File: src/hdl/vlisqrt_pkg.sv
// vlisqrt_pkg: shared constants for the vector length square root pipeline
// no dependencies; imported by vlisqrt_step and vector_length_integer_sqrt
`default_nettype none
package vlisqrt_pkg;

	// radicand bits consumed per root digit
	localparam int unsigned DIGIT_BITS = 2;

	// register stages ahead of the root chain: magnitude, square, sum
	localparam int unsigned FRONT_STAGES = 3;

endpackage
`default_nettype wire

File: src/hdl/vlisqrt_front.sv
// vlisqrt_front: magnitude, square and sum stages of the vector length pipeline
// no package dependencies; feeds the vlisqrt_step chain
`default_nettype none
module vlisqrt_front #(
	parameter int unsigned COORD_BITS = 13
) (
	input  wire                          clk,
	input  wire                          arst_n,
	input  wire                          in_valid,
	input  wire signed [COORD_BITS-1:0]  delta_x,
	input  wire signed [COORD_BITS-1:0]  delta_y,
	output logic                         out_valid,
	output logic [2*COORD_BITS-1:0]      sum
);

	localparam int unsigned SUM_BITS = 2 * COORD_BITS;

	logic [COORD_BITS-1:0] raw_x;
	logic [COORD_BITS-1:0] raw_y;
	logic [COORD_BITS-1:0] mag_x;
	logic [COORD_BITS-1:0] mag_y;

	logic                  valid_s1;
	logic                  valid_s2;
	logic                  valid_s3;
	logic [COORD_BITS-1:0] mag_x_s1;
	logic [COORD_BITS-1:0] mag_y_s1;
	logic [SUM_BITS-1:0]   sq_x_s2;
	logic [SUM_BITS-1:0]   sq_y_s2;
	logic [SUM_BITS-1:0]   sum_s3;

	// magnitude of each component, the most negative value maps to 2^(n-1)
	always_comb begin
		raw_x = delta_x;
		raw_y = delta_y;
		mag_x = raw_x[COORD_BITS-1] ? COORD_BITS'(0) - raw_x : raw_x;
		mag_y = raw_y[COORD_BITS-1] ? COORD_BITS'(0) - raw_y : raw_y;
	end

	// valid bits travel with the data
	always_ff @(posedge clk or negedge arst_n) begin
		if (!arst_n) begin
			valid_s1 <= 1'b0;
			valid_s2 <= 1'b0;
			valid_s3 <= 1'b0;
		end else begin
			valid_s1 <= in_valid;
			valid_s2 <= valid_s1;
			valid_s3 <= valid_s2;
		end
	end

	// payload: magnitudes, squares, sum of squares
	always_ff @(posedge clk) begin
		mag_x_s1 <= mag_x;
		mag_y_s1 <= mag_y;
		sq_x_s2  <= SUM_BITS'(mag_x_s1) * SUM_BITS'(mag_x_s1);
		sq_y_s2  <= SUM_BITS'(mag_y_s1) * SUM_BITS'(mag_y_s1);
		sum_s3   <= sq_x_s2 + sq_y_s2;
	end

	assign out_valid = valid_s3;
	assign sum       = sum_s3;

endmodule
`default_nettype wire

File: src/hdl/vlisqrt_step.sv
// vlisqrt_step: one registered digit of the restoring square root
// depends on vlisqrt_pkg for the digit width
`default_nettype none
module vlisqrt_step #(
	parameter int unsigned COORD_BITS = 13,
	parameter int unsigned STEP       = 0
) (
	input  wire                       clk,
	input  wire                       arst_n,
	input  wire                       in_valid,
	input  wire  [2*COORD_BITS-1:0]   in_sum,
	input  wire  [COORD_BITS-1:0]     in_root,
	input  wire  [COORD_BITS:0]       in_rem,
	output logic                      out_valid,
	output logic [2*COORD_BITS-1:0]   out_sum,
	output logic [COORD_BITS-1:0]     out_root,
	output logic [COORD_BITS:0]       out_rem
);
	import vlisqrt_pkg::*;

	localparam int unsigned REM_BITS  = COORD_BITS + 1;
	localparam int unsigned WIDE_BITS = REM_BITS + DIGIT_BITS;

	logic [WIDE_BITS-1:0]  shifted;
	logic [WIDE_BITS-1:0]  trial;
	logic                  fits;
	logic [WIDE_BITS-1:0]  diff;
	logic [REM_BITS-1:0]   rem_next;
	logic [COORD_BITS-1:0] root_next;

	logic                  valid_s1;
	logic [2*COORD_BITS-1:0] sum_s1;
	logic [COORD_BITS-1:0] root_s1;
	logic [REM_BITS-1:0]   rem_s1;

	// bring down the next two radicand bits and try root*4+1
	always_comb begin
		shifted   = {in_rem, in_sum[DIGIT_BITS*STEP +: DIGIT_BITS]};
		trial     = WIDE_BITS'({in_root, 2'b01});
		fits      = shifted >= trial;
		diff      = shifted - trial;
		rem_next  = fits ? REM_BITS'(diff) : REM_BITS'(shifted);
		root_next = {in_root[COORD_BITS-2:0], fits};
	end

	always_ff @(posedge clk or negedge arst_n) begin
		if (!arst_n) begin
			valid_s1 <= 1'b0;
		end else begin
			valid_s1 <= in_valid;
		end
	end

	always_ff @(posedge clk) begin
		sum_s1  <= in_sum;
		root_s1 <= root_next;
		rem_s1  <= rem_next;
	end

	assign out_valid = valid_s1;
	assign out_sum   = sum_s1;
	assign out_root  = root_s1;
	assign out_rem   = rem_s1;

endmodule
`default_nettype wire

File: src/hdl/vector_length_integer_sqrt.sv
// vector_length_integer_sqrt: floor(sqrt(dx*dx+dy*dy)) as a fully pipelined datapath
// 3 front stages, then one root digit per stage
// throughput one vector per cycle; busy is always low and done strobes one cycle per result
// the receiver cannot stall, so the pipeline advances every cycle
// reset clears all valid bits; payload registers are not reset
// depends on vlisqrt_pkg, vlisqrt_front and vlisqrt_step
`default_nettype none
module vector_length_integer_sqrt #(
	parameter int unsigned COORD_BITS = 13
) (
	input  wire                          clk,
	input  wire                          arst_n,
	input  wire                          start,
	output logic                         busy,
	input  wire signed [COORD_BITS-1:0]  delta_x,
	input  wire signed [COORD_BITS-1:0]  delta_y,
	output logic                         done,
	output logic [COORD_BITS-1:0]        vector_length
);
	import vlisqrt_pkg::*;

	localparam int unsigned SUM_BITS = 2 * COORD_BITS;
	localparam int unsigned REM_BITS = COORD_BITS + 1;
	localparam int unsigned LATENCY  = FRONT_STAGES + COORD_BITS;

	logic                  valid_w [COORD_BITS+1];
	logic [SUM_BITS-1:0]   sum_w   [COORD_BITS+1];
	logic [COORD_BITS-1:0] root_w  [COORD_BITS+1];
	logic [REM_BITS-1:0]   rem_w   [COORD_BITS+1];

	// every cycle takes a transfer
	assign busy = 1'b0;

	// magnitude, square and sum
	vlisqrt_front #(
		.COORD_BITS(COORD_BITS)
	) u_front (
		.clk      (clk),
		.arst_n   (arst_n),
		.in_valid (start),
		.delta_x  (delta_x),
		.delta_y  (delta_y),
		.out_valid(valid_w[0]),
		.sum      (sum_w[0])
	);

	assign root_w[0] = '0;
	assign rem_w[0]  = '0;

	// root chain, most significant digit first
	for (genvar g = 0; g < COORD_BITS; g++) begin : g_step
		vlisqrt_step #(
			.COORD_BITS(COORD_BITS),
			.STEP      (COORD_BITS - 1 - g)
		) u_step (
			.clk      (clk),
			.arst_n   (arst_n),
			.in_valid (valid_w[g]),
			.in_sum   (sum_w[g]),
			.in_root  (root_w[g]),
			.in_rem   (rem_w[g]),
			.out_valid(valid_w[g+1]),
			.out_sum  (sum_w[g+1]),
			.out_root (root_w[g+1]),
			.out_rem  (rem_w[g+1])
		);
	end

	assign done          = valid_w[COORD_BITS];
	assign vector_length = root_w[COORD_BITS];

`ifndef SYNTHESIS
	// result is the floor root of the sum it was computed from
	assert property (@(posedge clk) disable iff (!arst_n)
		done |-> ((SUM_BITS + 2)'(vector_length) * (SUM_BITS + 2)'(vector_length)
			<= (SUM_BITS + 2)'(sum_w[COORD_BITS])))
		else $error("root squared exceeds radicand");

	assert property (@(posedge clk) disable iff (!arst_n)
		done |-> (((SUM_BITS + 2)'(vector_length) + 1'b1)
			* ((SUM_BITS + 2)'(vector_length) + 1'b1)
			> (SUM_BITS + 2)'(sum_w[COORD_BITS])))
		else $error("root is not the floor root");

	// a transfer in gives a strobe when it leaves the last root stage, and none comes without one
	assert property (@(posedge clk) disable iff (!arst_n)
		start |-> ##LATENCY done)
		else $error("accepted vector lost in pipeline");

	assert property (@(posedge clk) disable iff (!arst_n)
		!start |-> ##LATENCY !done)
		else $error("result strobe without accepted vector");

	// zero vector gives zero length
	assert property (@(posedge clk) disable iff (!arst_n)
		(start && delta_x == '0 && delta_y == '0) |-> ##LATENCY (vector_length == '0))
		else $error("zero vector gave nonzero length");
`endif

endmodule
`default_nettype wire
File: config.mk
export PLATFORM = sky130hd
export DESIGN_NAME = vector_length_integer_sqrt
export DESIGN_NICKNAME = d
export VERILOG_FILES = /design/src/hdl/vlisqrt_pkg.sv /design/src/hdl/vlisqrt_front.sv /design/src/hdl/vlisqrt_step.sv /design/src/hdl/vector_length_integer_sqrt.sv
export SDC_FILE = /design/constraint.sdc
export NUM_CORES = 1
export LEC_CHECK = 0
export ABC_AREA = 1
export BUFFER_PORTS_ARGS = -buffer_cell sky130_fd_sc_hd__buf_2
export CORE_MARGIN = 2
export CORE_UTILIZATION = 55
export DETAILED_ROUTE_END_ITERATION = 12
export PLACE_DENSITY = 0.68
export SKIP_LAST_GASP = 1
export SYNTH_ARGS = -nofsm -noshare
export SYNTH_HDL_FRONTEND = slang
export SYNTH_SLANG_ARGS = --single-unit
export TNS_END_PERCENT = 100
File: constraint.sdc
create_clock -name clk -period 6.85 [get_ports clk]
set_input_delay 0.3425 -clock clk [delete_from_list [all_inputs] [get_ports clk]]
set_output_delay 0.3425 -clock clk [all_outputs]
set_load 0.005 [all_outputs]
==> results by group <==
Synth
  – Synth Area in Compound Gates: roughly 4.4%
  – Main combinational cell family by area after synthesis: simple AND/OR/NAND/NOR gates
  – Post-synth top area share: 31.55%
  – Largest area contributor in the netlist: dfxtp_1
  – Average cell area after synthesis: between 7 and 8 µm²
  – Synth Area in Simple Gates: 23.83%
  – Cells after Synth: around 4,200
  – #FFs+latches synth: between 500 and 600
  – Synth top area cells: dfxtp_1 (32%), nand2_1 (15%), fa_1 (12%), inv_1 (12%), ha_1 (11%)
  – Post-Synth Adder-Cell Area: 22.75%
  – Post-synthesis cell area: around 32,000 µm²
  – Yosys warns: 0
  – Post-synthesis mux area share: 0.07056%
  – Seq/Total Area, Yosys: between 30% and 40%
  – Synth cell types: 52
  – Xor/xnor cell area share of the yosys netlist: approximately 3.5%

Global routing
  – Initial antenna violation count: 0
  – First-pass GRT wire length: about 110,000 µm
  – Gr ovfl total: 0
  – Total GRT Usage: around 22%
  – Largest net degree at the start of global routing: 17
  – Vias in the first global route: roughly 24,000

Timing
  – Min cycle time layout: about 5.2 ns
  – Fin crit share: approximately 76%
  – Count of pins over their slew limit: 0
  – RSZ-0062 raised after global routing: no
  – Total negative slack: 0 ns
  – Fmax: a little under 0.2 GHz
  – Final hold violation count: 0
  – Clock skew: ~0.018 ns
  – Slew headroom: 51.17%
  – Slew @ Worst Pin: between 0.7 and 0.8 ns
  – Finish-stage setup viols: 0

Drt
  – First-pass iteration count of the detailed router: 6
  – WL final: roughly 65,000 µm
  – Vias per cell: about 4.8
  – DRT iter0 DRCs: roughly 1,200
  – Drt drc: 0
  – WL per Instance: roughly 13 µm
  – Detailed-route via count: roughly 24,000
  – DRT antenna net count: 0

Clocking
  – Clock buffer depth: 3
  – Root buf cell: clkbuf_16
  – H-tree depth: 2
  – Clock slew at reported path FFs: about 0.060 ns
  – CTS tree: built
  – TritonCTS buffer count: 53
  – CTS Hold Buffers Added: 22
  – Sink Count: between 500 and 600
  – Skew-Pair Late Insertion Delay: roughly 0.60 ns
  – Post-CTS sizing: 0
  – Post-CTS setup buffers: 0

Final layout
  – Diode count: 0
  – Commonest non-fill, non-tap cell in the layout: nand2_1
  – Reg area: between 10,000 and 15,000 µm²
  – Synth-to-Final Area Change: 9.395%
  – Number of filler cells placed in the layout: 5,346
  – Area of the multi-input gates: between 15,000 and 20,000 µm²
  – Share of cells above drive strength 1: 5.565%
  – Highest-count cells in the layout ignoring fill and taps: nand2_1 (1,235), inv_1 (980), dfxtp_1 (503)
  – Nets@finish: between 4,000 and 5,000

Worst setup path
  – WP data required: ~7.3 ns
  – Crit path launch type: register
  – WP data arrival: roughly 5.7 ns
  – CP endpoint kind: register
  – Crit path max fanout: 15
  – CP Class: reg2reg

Hold path
  – Hold/Removal Path Class: in2reg

Die
  – Core outline area: around 58,000 µm²
  – Chip Width: 244.9 µm
  – Top Ports: between 40 and 50
  – Initial core utilization: 55.43%
  – DIE AREA: 59,980 µm²
  – Die height: 244.9 µm
  – Row count: 88

Place
  – Port Buf Inserts: 42
  – Hpwl dp: 51,990 µm
  – RD Place Congestion: 0.9115

Status
  – Status: completed

Flow run
  – Max cap viols: 0
## sequential cells by signal, indices dropped and copies added (netlist names)
register                 flops
g_step.u_step.out_sum      156
g_step.u_step.out_rem      154
g_step.u_step.out_root      91
u_front.sum                 26
u_front.sq_x_s2             25
u_front.sq_y_s2             25
g_step.u_step.out_valid     13
u_front.mag_x_s1            13
u_front.mag_y_s1            13
u_front.out_valid            1
u_front.valid_s1             1
u_front.valid_s2             1
## worst paths after layout
check	start	end	slack [ns]	cells past startpoint
worst max-delay path	u_front.mag_y_s1[1]	u_front.sq_y_s2[21]	1.67	19
worst min-delay path	delta_x[7]	u_front.mag_x_s1[7]	0.04	3
worst max register to register	u_front.mag_y_s1[1]	u_front.sq_y_s2[21]	1.67	19
worst min register to register	g_step[0].u_step.out_sum[10]	g_step[1].u_step.out_sum[10]	0.31	0
max in group asynchronous	arst_n	g_step[12].u_step.out_valid	6.42	2
min in group asynchronous	arst_n	g_step[6].u_step.out_valid	0.18	2
## cells in the mapped netlist, drive strengths merged
| master | number |
|---|---|
| nor3 | 33 |
| mux2 | 2 |
| fa | 194 |
| ha | 270 |
| nand3b | 15 |
| or2 | 11 |
| a21oi | 131 |
| nand3 | 205 |
| o311ai | 1 |
| nand2 | 1248 |
| conb | 1 |
| dfrtp | 16 |
| a31o | 2 |
| o21ai | 67 |
| and3 | 1 |
| and2 | 4 |
| dfxtp | 503 |
| o211ai | 2 |
| buf | 18 |
| inv | 993 |
| o21bai | 18 |
| o21a | 2 |
| nand4 | 51 |
| o2111ai | 1 |
| nor4 | 6 |
| xor2 | 101 |
| a31oi | 4 |
| a21boi | 1 |
| clkbuf | 31 |
| nor2 | 256 |
| xnor2 | 28 |
| o31ai | 2 |
## per-layer routing
layer	track usage, %	share of wire (%)
met1	27.57	44
met2	39.84	49
met3	2.438	3.9
met4	7.263	2.9
met5	0	0
## stage by stage
step | util, % | worst slack (ns) | instances | hold slack (ns) | instance area, µm²
after floorplan | - | 2.059 | 4219 | 0.04691 | 31920
after global placement | 56.97 | 1.787 | 4978 | 0.2652 | 32810
after detailed placement | 56.97 | 1.741 | 4978 | 0.2699 | 32810
after CTS | 60.64 | 1.714 | 5096 | 0.004312 | 34920
after global routing | 60.64 | 1.359 | 5096 | 0.02605 | 34920
final | 60.64 | 1.671 | 5096 | 0.04127 | 34920
## logic make-up after synthesis
kind of cell / after synthesis
AOI/OAI and AO/OA: 231
xor gates and xnor gates: 129
adders and majority gates: 464
buffers and inverters: 1042
DFF: 519
muxes: 2
other: 1
and+or+nand+nor: 1830
## layout make-up
type | instances | area share [%]
Inverter | 993 | 10.69
Multi-Input combinational cell | 2658 | 49.92
Clock buffer | 70 | 4.296
Tap cell | 765 | 2.741
Clock inverter | 26 | 1.118
Sequential cell | 519 | 29.98
Timing Repair Buffer | 65 | 1.254
## worst max-delay path: stages, from the launching register on
cell and delay [ns]:
dfxtp_1 0.68, nand2_1 0.21, xor2_1 0.22, ha_1 0.30, inv_1 0.06, fa_1 0.53, inv_1 0.05, fa_1 0.50
fa_1 0.54, inv_1 0.05, fa_1 0.52, inv_1 0.04, ha_1 0.35, nand2_1 0.12, nor2_1 0.33, nand3_1 0.13
nand3b_1 0.18, nand2_1 0.11, nand3_1 0.08, nand2_1 0.06
Power is left out: the tool's default activity adds up to more than one toggle a clock period on the data nets, which glitch-free logic cannot reach.
